`config.mk`:
```
export PLATFORM = sky130hd
export DESIGN_NAME = qte_cordic_cell
export DESIGN_NICKNAME = d
export VERILOG_FILES = /design/src/hdl/quaternion_to_euler_angles_unit_macros.svh /design/src/hdl/qte_pkg.sv /design/src/hdl/qte_cordic_cell.sv
export SDC_FILE = /design/constraint.sdc
export NUM_CORES = 1
export LEC_CHECK = 0
export BUFFER_PORTS_ARGS = -buffer_cell sky130_fd_sc_hd__buf_2
export CAP_MARGIN = 15
export CORE_MARGIN = 2
export CORE_UTILIZATION = 45
export CTS_CLUSTER_SIZE = 10
export DETAILED_ROUTE_END_ITERATION = 16
export MAX_ROUTING_LAYER = met4
export PLACE_DENSITY = 0.77
export SLEW_MARGIN = 10
export SYNTH_ARGS = -nofsm -noshare
export SYNTH_HDL_FRONTEND = slang
export SYNTH_SLANG_ARGS = --single-unit
```
`constraint.sdc`:
```
create_clock -name clk -period 4.3 [get_ports clk]
set_input_delay 1.075 -clock clk [delete_from_list [all_inputs] [get_ports clk]]
set_output_delay 1.075 -clock clk [all_outputs]
set_load 0.02 [all_outputs]
```
`src/hdl/quaternion_to_euler_angles_unit_macros.svh`:
```
// Assertion macros for the quaternion to Euler angle unit.
// Expects clk and arst_n in the scope of every use.
`ifndef QUATERNION_TO_EULER_ANGLES_UNIT_MACROS_SVH
`define QUATERNION_TO_EULER_ANGLES_UNIT_MACROS_SVH

// Same-cycle implication, disabled while in reset
`define QTE_ASSERT_IMP(lbl, ante, cons, msg) \
	lbl: assert property (@(posedge clk) disable iff (!arst_n) (ante) |-> (cons)) \
		else $error(msg);

// Next-cycle implication, disabled while in reset
`define QTE_ASSERT_NXT(lbl, ante, cons, msg) \
	lbl: assert property (@(posedge clk) disable iff (!arst_n) (ante) |=> (cons)) \
		else $error(msg);

`endif

```
`src/hdl/qte_pkg.sv`:
```
`timescale 1ns / 1ps
// Shared widths, types and the CORDIC arctangent table for the quaternion to
// Euler angle unit. No dependencies.
`default_nettype none

package qte_pkg;

	localparam int CORDIC_STAGES_DEF = 16;
	localparam int CORDIC_MAX = 32;

	localparam int FLD_W  = 16;
	localparam int PROD_W = 32;
	localparam int ACC_W  = 36;
	localparam int TERM_W = 20;
	localparam int SQ_W   = 37;
	localparam int SUM_W  = 38;
	localparam int ROOT_W = 19;
	localparam int REM_W  = 21;
	localparam int CX_W   = 40;
	localparam int ANG_W  = 32;
	localparam int THR_W  = 8;

	localparam int APB_AW = 3;
	localparam int APB_DW = 32;
	localparam logic [APB_AW-1:0] REG_THRESHOLD = 3'd0;
	localparam logic [THR_W-1:0]  THR_RESET     = 8'd1;

	localparam logic [ANG_W-1:0] ATAN_TAB [CORDIC_MAX] = '{
		32'h20000000, 32'h12E4051E, 32'h09FB385B, 32'h051111D4,
		32'h028B0D43, 32'h0145D7E1, 32'h00A2F61E, 32'h00517C55,
		32'h0028BE53, 32'h00145F2F, 32'h000A2F98, 32'h000517CC,
		32'h00028BE6, 32'h000145F3, 32'h0000A2FA, 32'h0000517D,
		32'h000028BE, 32'h0000145F, 32'h00000A30, 32'h00000518,
		32'h0000028C, 32'h00000146, 32'h000000A3, 32'h00000051,
		32'h00000029, 32'h00000014, 32'h0000000A, 32'h00000005,
		32'h00000003, 32'h00000001, 32'h00000001, 32'h00000000
	};

	// Rotation-matrix terms, Q14
	typedef struct packed {
		logic signed [TERM_W-1:0] m00;
		logic signed [TERM_W-1:0] m10;
		logic signed [TERM_W-1:0] m20;
		logic signed [TERM_W-1:0] m21;
		logic signed [TERM_W-1:0] m22;
		logic signed [TERM_W-1:0] m12;
		logic signed [TERM_W-1:0] m11;
	} terms_t;

	// One CORDIC vector in flight
	typedef struct packed {
		logic signed [CX_W-1:0] x;
		logic signed [CX_W-1:0] y;
		logic [ANG_W-1:0]       z;
		logic                   zero;
	} cvec_t;

endpackage

`default_nettype wire

```
`src/hdl/qte_cordic_cell.sv`:
```
`timescale 1ns / 1ps
// One CORDIC vectoring micro-rotation with a fixed shift and angle.
// Depends on qte_pkg.
`default_nettype none

module qte_cordic_cell
	import qte_pkg::*;
#(
	parameter int STAGE = 0
) (
	input  wire logic  clk,
	input  wire logic  en,
	input  wire cvec_t d,
	output cvec_t      q
);

	logic signed [CX_W-1:0] dx;
	logic signed [CX_W-1:0] dy;
	cvec_t                  nxt;

	// Rotate toward the x axis by the sign of y
	always_comb begin
		dx       = d.y >>> STAGE;
		dy       = d.x >>> STAGE;
		nxt.zero = d.zero;
		if (d.y < 0) begin
			nxt.x = d.x - dx;
			nxt.y = d.y + dy;
			nxt.z = d.z - ATAN_TAB[STAGE];
		end else begin
			nxt.x = d.x + dx;
			nxt.y = d.y - dy;
			nxt.z = d.z + ATAN_TAB[STAGE];
		end
	end

	always_ff @(posedge clk) begin
		if (en) begin
			q <= nxt;
		end
	end

endmodule

`default_nettype wire

```
==> impl_results.md <==
- Global-route usage over all layers: 30.1%
- Most numerous cell in the Yosys netlist: a21oi_1
- Final wirelength: 38000 um
- Antenna cells: 0
- Area occupied by registers: 0.00336 mm2
- Htree depth: 3
- Largest regs: q x112
- Antenna Nets Post-Route: 0
- Total CTS buffers: 9
- Residual DRC count: 0
- First-pass GRT wire length: 58500 um
- Layout cells sized above 1: 23.0%
- Top cells by area, synth: edfxtp_1 31%, ha_1 15%, a21oi_1 6.9%
- Syn Area/Cell: 8.56 um2
- Dominant synthesized flop cell: edfxtp_1
- Die ar.: 0.0253 mm2
- Core Region: 0.0235 mm2
- Placed instance count: 1835
- CTS tree: done
- Non-Filler Instances: 1851
- Hold Vio Cnt, Final: 0
- Area grow syn2layout: 21.0%
- I/O Pins: 228
- Distinct cell type count after synthesis: 75
- # nets final: 1776
- Critical Path Source Type: primary input
- Number of flip-flops in the largest register: 112
- Final period util: 94.1%
- Peak fanout along the critical path: 10
- CP endpoint kind: flop
- Worst IR drop on VDD: 0.189 mV
- Netlist Area Pre-Place: 0.0108 mm2
- Sinks on Clock Net: 112
- TritonRoute pass-1 iters: 5
- Post-layout instance area: 0.0131 mm2
- Hpwl dp: 30900 um
- Clock root cell: clkbuf_16
- Mapped Cells: 1262
- Post-synthesis sequential area ratio: 31.1%
- Status: completed
- Final Setup Violations: 0
- Core Rows: 56
- Area after DPL: 0.0127 mm2
- Vias per cell: 5.88
- Chip height: 159 um
- Remaining Overflow, GRT: 0
- Vias in the first global route: 10100
- Wirelength per Cell: 20.5 um
- Initial drt markers: 1195
- Post-synth net total: 1511
- Pin count of the biggest net entering global routing: 84
- Die X: 159 um
- RSZ-0062 raised after global routing: no
- Post-CTS Hold Buffers: 0
- Initial core utilization: 45.9%
- Final number of max-transition violations: 0
- Initial antenna violation count: 0
- Hold Crit Class: in -> reg
- Multi-input gate area: 0.00671 mm2
- Ys Warns: 0
- Post-synth top area cell: edfxtp_1
- Worst hold path startpoint: d[8]
- Pwr/cell area: 318 mW/mm2
- Share of the synthesized area in the top cell type: 31.1%
- Slew HR: 39.9%
- Worst Path Arrival: 4180 ps
- Clock Tree Buf Depth: 2
- Post-layout total power: 4.16 mW
- Fmax: 247 MHz
- Most frequent cells after synthesis: 148 x a21oi_1, 130 x ha_1, 121 x inv_1, 112 x edfxtp_1, 102 x o21ai_0
- Filler instances: 2246
- Hold endpoint: q[8]
- CTS clk-pin slew, worst paths: 80 ps
- MaxCap Viol Count: 0
- Routed via count: 10900
- Setup TNS: 0 ps
- Final min period: 4050 ps
- Least-Margin Pin Slew: 902 ps
- Hold depth: 1
- GPL Wtd Cong: 1.04
- Post-synth ARST share: 0%
- Yosys reg bits: 112
- PortBufs: 227
- Worst endpoint required time: 4430 ps
- Lkg Pwr: 5.98 nW
- Post-synth EDFFs: 112
- Largest reg by FF count: q
- Critical path class: in -> reg
-- logic make-up (layout without fill, tap and decap cells) --
| kind of cell | count (synthesis) | after routing | share of synthesized area [%] |
|---|---|---|---|
| multiplexers | 16 | 16 | 1.48 |
| XOR/XNOR | 77 | 77 | 6.24 |
| adder cells (fa/ha/maj) | 134 | 134 | 15.8 |
| AND/OR/NAND/NOR | 315 | 315 | 14.2 |
| AO/OA/AOI/OAI | 422 | 422 | 24.3 |
| flip-flops | 112 | 112 | 31.1 |
| buffers and inverters | 186 | 456 | 6.82 |
-- layer usage --
layer | global-route usage, % | wire (um) | vias to the layer above | share of wire [%]
li1 | - | - | 5033 | -
met1 | 42.6 | 17100 | 5164 | 45
met2 | 46.3 | 16700 | 634 | 44
met3 | 3.57 | 3380 | 49 | 8.9
met4 | 6.69 | 728 | 0 | 1.9
met5 | - | 0 | - | 0
-- report_power, final --
part	total [mW]	internal [mW]	leakage (nW)	switching [mW]
clock network	0.930	0.471	0.155	0.459
logic	1.77	0.639	4.73	1.13
registers	1.46	1.41	1.10	0.0510
total	4.16	2.52	5.98	1.64
-- critical path: stages --
cell	delay, ps
buf_2	100
inv_1	50
ha_1	480
and4_1	360
nand3_1	120
a21oi_1	360
o21ai_0	160
buf_4	170
a2111oi_2	530
o21bai_1	250
a22oi_1	210
a2bb2oi_1	230
xnor2_1	80
-- through the flow --
stage          util, %  hold WS (ps)  worst slack [ps]
3_5_place_dp      54.1          1250              -299
2_1_floorplan        -          1170               620
5_1_grt           55.5           867               165
6_report          55.5           877               252
4_1_cts           55.5           866              86.5
3_3_place_gp      54.1          1250              -225
-- cell usage in the layout, fill, tap and decap left out, types with 25 or more instances in the layout --
cell type / netlist / layout
nor2_1: 93 / 93
buf_2: 10 / 226
o21bai_1: 25 / 25
edfxtp_1: 112 / 112
buf_4: 5 / 84
nand2_1: 71 / 71
o21ai_0: 102 / 102
a21o_1: 35 / 35
inv_1: 121 / 121
nor3_1: 29 / 29
xnor2_1: 75 / 75
ha_1: 130 / 130
a21oi_1: 148 / 148
-- worst max path at each step --
stage / slack [ps] / startpoint / to / cells after the start
floorplan: 620 / d[48] / q[112] / 12
global placement: -220 / d[41] / q[72] / 13
detailed placement: -300 / d[41] / q[72] / 13
CTS: 90 / d[41] / q[72] / 13
global route: 170 / d[39] / q[102] / 14
finish: 250 / d[41] / q[72] / 13
-- layout make-up --
type | instances | area share, %
clock buffer | 9 | 1.72
multi-input combinational | 964 | 51.3
clock inverter | 7 | 0.746
sequential | 112 | 25.7
timing repair buffer | 312 | 13.8
inverter | 128 | 3.67
tap | 319 | 3.05
-- timing repair --
| item | 4_1_cts | 5_1_grt |
|---|---|---|
| endpoints found under the setup margin | 0 | 1 |
| gates resized for setup | 0 | 1 |
| buffers inserted | 0 | 0 |
Note: power is estimated with default switching activity, not from simulation.
