===== config.mk =====
export PLATFORM = sky130hd
export DESIGN_NAME = qte_sqrt_cell
export DESIGN_NICKNAME = d
export VERILOG_FILES = /design/src/hdl/quaternion_to_euler_angles_unit_macros.svh /design/src/hdl/qte_pkg.sv /design/src/hdl/qte_sqrt_cell.sv
export SDC_FILE = /design/constraint.sdc
export NUM_CORES = 1
export LEC_CHECK = 0
export CAP_MARGIN = 25
export CORE_AREA = 4 4 168 170
export CTS_CLUSTER_DIAMETER = 80
export DETAILED_ROUTE_END_ITERATION = 10
export DIE_AREA = 0 0 172 174
export DONT_BUFFER_PORTS = 1
export SYNTH_ARGS = -nofsm -noshare
export SYNTH_HDL_FRONTEND = slang
export SYNTH_SLANG_ARGS = --single-unit
export TNS_END_PERCENT = 1

===== constraint.sdc =====
create_clock -name clk -period 8.51 [get_ports clk]
set_clock_uncertainty 0.2 [all_clocks]
set_input_delay 2.553 -clock clk [delete_from_list [all_inputs] [get_ports clk]]
set_output_delay 2.553 -clock clk [all_outputs]
set_load 0.1 [all_outputs]

===== src/hdl/quaternion_to_euler_angles_unit_macros.svh =====
// Assertion macros for the quaternion to Euler angle unit.
// Expects clk and arst_n in the scope of every use.
`ifndef QUATERNION_TO_EULER_ANGLES_UNIT_MACROS_SVH
`define QUATERNION_TO_EULER_ANGLES_UNIT_MACROS_SVH

// Same-cycle implication, disabled while in reset
`define QTE_ASSERT_IMP(lbl, ante, cons, msg) \
	lbl: assert property (@(posedge clk) disable iff (!arst_n) (ante) |-> (cons)) \
		else $error(msg);

// Next-cycle implication, disabled while in reset
`define QTE_ASSERT_NXT(lbl, ante, cons, msg) \
	lbl: assert property (@(posedge clk) disable iff (!arst_n) (ante) |=> (cons)) \
		else $error(msg);

`endif


===== src/hdl/qte_pkg.sv =====
`timescale 1ns / 1ps
// Shared widths, types and the CORDIC arctangent table for the quaternion to
// Euler angle unit. No dependencies.
`default_nettype none

package qte_pkg;

	localparam int CORDIC_STAGES_DEF = 16;
	localparam int CORDIC_MAX = 32;

	localparam int FLD_W  = 16;
	localparam int PROD_W = 32;
	localparam int ACC_W  = 36;
	localparam int TERM_W = 20;
	localparam int SQ_W   = 37;
	localparam int SUM_W  = 38;
	localparam int ROOT_W = 19;
	localparam int REM_W  = 21;
	localparam int CX_W   = 40;
	localparam int ANG_W  = 32;
	localparam int THR_W  = 8;

	localparam int APB_AW = 3;
	localparam int APB_DW = 32;
	localparam logic [APB_AW-1:0] REG_THRESHOLD = 3'd0;
	localparam logic [THR_W-1:0]  THR_RESET     = 8'd1;

	localparam logic [ANG_W-1:0] ATAN_TAB [CORDIC_MAX] = '{
		32'h20000000, 32'h12E4051E, 32'h09FB385B, 32'h051111D4,
		32'h028B0D43, 32'h0145D7E1, 32'h00A2F61E, 32'h00517C55,
		32'h0028BE53, 32'h00145F2F, 32'h000A2F98, 32'h000517CC,
		32'h00028BE6, 32'h000145F3, 32'h0000A2FA, 32'h0000517D,
		32'h000028BE, 32'h0000145F, 32'h00000A30, 32'h00000518,
		32'h0000028C, 32'h00000146, 32'h000000A3, 32'h00000051,
		32'h00000029, 32'h00000014, 32'h0000000A, 32'h00000005,
		32'h00000003, 32'h00000001, 32'h00000001, 32'h00000000
	};

	// Rotation-matrix terms, Q14
	typedef struct packed {
		logic signed [TERM_W-1:0] m00;
		logic signed [TERM_W-1:0] m10;
		logic signed [TERM_W-1:0] m20;
		logic signed [TERM_W-1:0] m21;
		logic signed [TERM_W-1:0] m22;
		logic signed [TERM_W-1:0] m12;
		logic signed [TERM_W-1:0] m11;
	} terms_t;

	// One CORDIC vector in flight
	typedef struct packed {
		logic signed [CX_W-1:0] x;
		logic signed [CX_W-1:0] y;
		logic [ANG_W-1:0]       z;
		logic                   zero;
	} cvec_t;

endpackage

`default_nettype wire


===== src/hdl/qte_sqrt_cell.sv =====
`timescale 1ns / 1ps
// One cell of the digit-by-digit square root chain: settles one root bit.
// Depends on qte_pkg.
`default_nettype none

module qte_sqrt_cell
	import qte_pkg::*;
(
	input  wire logic              clk,
	input  wire logic              en,
	input  wire logic [SUM_W-1:0]  n_d,
	input  wire logic [REM_W-1:0]  rem_d,
	input  wire logic [ROOT_W-1:0] root_d,
	input  wire terms_t            terms_d,
	output logic [SUM_W-1:0]       n_q,
	output logic [REM_W-1:0]       rem_q,
	output logic [ROOT_W-1:0]      root_q,
	output terms_t                 terms_q
);

	logic [REM_W+1:0] rem_t;
	logic [REM_W+1:0] trial;
	logic [REM_W+1:0] diff;
	logic             ge;

	// Bring down the next two radicand bits and try root*4+1
	always_comb begin
		rem_t = {rem_d, n_d[SUM_W-1 -: 2]};
		trial = {{(REM_W-ROOT_W){1'b0}}, root_d, 2'b01};
		ge    = rem_t >= trial;
		diff  = rem_t - trial;
	end

	// Advance one bit
	always_ff @(posedge clk) begin
		if (en) begin
			n_q     <= {n_d[SUM_W-3:0], 2'b00};
			rem_q   <= ge ? diff[REM_W-1:0] : rem_t[REM_W-1:0];
			root_q  <= {root_d[ROOT_W-2:0], ge};
			terms_q <= terms_d;
		end
	end

endmodule

`default_nettype wire


==> results.md <==
* Status: completed
* Dpl cells at 763
* Initial antenna violation count at 3
* Final Max Slew Viols at 0
* Setup Fix Bufs, Post-CTS at 0
* Worst vdd ir at 149.4 uV
* Met1 Track Usage GR at 14.26%
* Post-cts sizing count at 0
* Layout cell share with drive strength beyond 1 at 12.10%
* Mapped Area at 7884 um2
* GRT overflow at 0
* Synth warnings at 0
* Initial Utilization at 29.50%
* Final Cycle Share at 53.76%
* Routed Antenna Nets at 0
* Largest net degree at the start of global routing at 217
* Routed wire length at 22.12 mm
* Row count at 60
* CTS tree: done
* Die width at 172 um
* Most frequent cells after synthesis: edfxtp_1 (216), nand2_1 (39), inv_1 (24)
* Crit-path max FO at 16
* GPL Wtd Cong at 0.8057
* Routing usage on met2 at 23.16%
* Largest area contributor in the netlist: edfxtp_1
* GRT Total Usage at 13.38%
* Critical path class: in -> reg
* Top_reg_cell synth: edfxtp_1
* TNS Setup at 0 ns
* CP endpoint kind: flop
* Hold_buf cts at 0
* Final core utilization at 34.00%
* Crit path DAT at 4.63 ns
* Routed len/inst at 27.38 um
* Most frequent cell after synthesis: edfxtp_1
* Io pins at 438
* Remaining DRCs at 0
* Total number of vias at 3,818
* Clk slew on worst S/H paths at 0.06 ns
* IO buf count at 0
* Relative slew slack at 31.24%
* Final Hold Vio Count at 0
* Unrepaired setup endpoints after global routing: no
* Layout area overhead at 15.25%
* Max-cap violations at 0
* EDFF count, synth at 216
* First-pass GRT wire length at 29.17 mm
* Finished Layout Cells at 808
* Met3 Use GR at 7.232%
* Post-synthesis cell count at 429
* H-tree depth at 1
* Power Density at 350.1 nW/um2
* Mean Syn Cell Area at 18.38 um2
* Hpwl dp at 16.70 mm
* Area of the core at 26,730 um2
* Leak at 0.003126 uW
* Hold/Removal Path Class: in -> reg
* Sequential area share after synthesis at 82.27%
* CTS root buf: clkbuf_16
* Synth cell types at 39
* Post-synth top area share at 82.27%
* Crit start category: input pin
* Busiest grt layer: met2
* Fin crit period at 4.575 ns
* F_max at 218.6 MHz
* Filler cell count at 2,519
* Slew @ Worst Pin at 1.034 ns
* Clock sinks at 216
* Top cells by area, synth: edfxtp_1 (82%), ha_1 (3.3%), nand2_1 (1.9%)
* Via density at 4.725
* Vias in the first global route at 3,915
* TritonCTS Buffers at 23
* Die Ht at 174 um
* Die area at 29,930 um2
* Starting DRT DRC Count at 256
* Worst Path Required at 8.57 ns
* Total Power at 3181 uW
* #FFs+latches synth at 216
* Async set-or-reset flop fraction in the synthesized netlist at 0%
* DR pass1 iterations at 4
* Final setup fails at 0
* CTS max path bufs at 3
* Final nets at 688
-- final cells by class --
type                            count  area (um2)  area share [%]
Sequential cell                   216        6486           71.39
Timing Repair Buffer                1       27.53          0.3029
Antenna cell                        4       10.01          0.1102
Multi-Input combinational cell    180        1244           13.69
Tap cell                          341       426.7           4.696
Clock buffer                       27       590.6           6.500
Clock inverter                     14       207.7           2.286
Inverter                           25       93.84           1.033
-- per-layer routing --
| metal | vias up | wire, um | part of all wire [%] |
|---|---|---|---|
| li1 | 1660 | - | - |
| met1 | 1874 | 7728 | 35 |
| met2 | 244 | 11160 | 50 |
| met3 | 38 | 2695 | 12 |
| met4 | 2 | 527 | 2.4 |
| met5 | - | 11 | 0.050 |
-- placed cells by master, fill, tap and decap left out, types with 2 or more instances in the layout --
| cell | n |
|---|---|
| a21o_1 | 3 |
| a21oi_1 | 19 |
| a31oi_1 | 2 |
| bufinv_16 | 5 |
| clkbuf_1 | 4 |
| clkbuf_16 | 23 |
| clkinv_1 | 2 |
| clkinv_2 | 2 |
| clkinvlp_4 | 3 |
| conb_1 | 2 |
| diode_2 | 4 |
| edfxtp_1 | 216 |
| ha_1 | 21 |
| inv_1 | 24 |
| nand2_1 | 39 |
| nand2b_1 | 3 |
| nand3_1 | 4 |
| nand4_1 | 3 |
| nor2_1 | 9 |
| nor3_1 | 4 |
| o2111ai_1 | 2 |
| o211ai_1 | 2 |
| o21ai_0 | 18 |
| o21ai_1 | 4 |
| o21ai_2 | 10 |
| xnor2_1 | 11 |
| xor2_1 | 9 |
-- where the power goes --
| part | internal [uW] | switching [uW] |
|---|---|---|
| Clock | 649 | 399 |
| Sequential | 1290 | 719 |
| Combinational | 48.8 | 74.8 |
| Total | 1990 | 1190 |
-- final timing paths --
| path | start | to | cells past startpoint |
|---|---|---|---|
| setup / recovery | root_d[15] | rem_q[8] | 9 |
| hold / removal | root_d[16] | root_q[17] | 0 |
-- worst max-delay path, stage by stage --
cell	delay, ns
inv_1	0.03
ha_1	0.34
a21oi_1	0.33
nand2_1	0.11
a221oi_2	0.25
nand4_1	0.17
o21ai_4	0.43
inv_2	0.09
mux2_4	0.31
-- logic make-up after synthesis --
group	share of synthesized area (%)
and+or+nand+nor	3.587
AOI/OAI and AO/OA	6.253
adders and majority gates	3.333
buffers and inverters	2.095
xor gates and xnor gates	2.222
muxes	0.1904
other	0.04757
DFF	82.27
-- registers in the layout, indices dropped and copies added, names as in the netlist --
signal,cells
root_q,19
rem_q,21
terms_q,140
n_q,36
-- metrics by stage --
| step | instance area (um2) | setup slack [ns] | hold WS [ns] |
|---|---|---|---|
| 2_1_floorplan | 7888 | 3.860 | 2.452 |
| 3_3_place_gp | 8250 | 2.956 | 2.452 |
| 3_5_place_dp | 8278 | 3.402 | 2.452 |
| 4_1_cts | 9076 | 3.955 | 1.905 |
| 5_1_grt | 9081 | 3.813 | 1.901 |
| 6_report | 9086 | 3.935 | 1.941 |
Power figures use the tool's default switching activity.
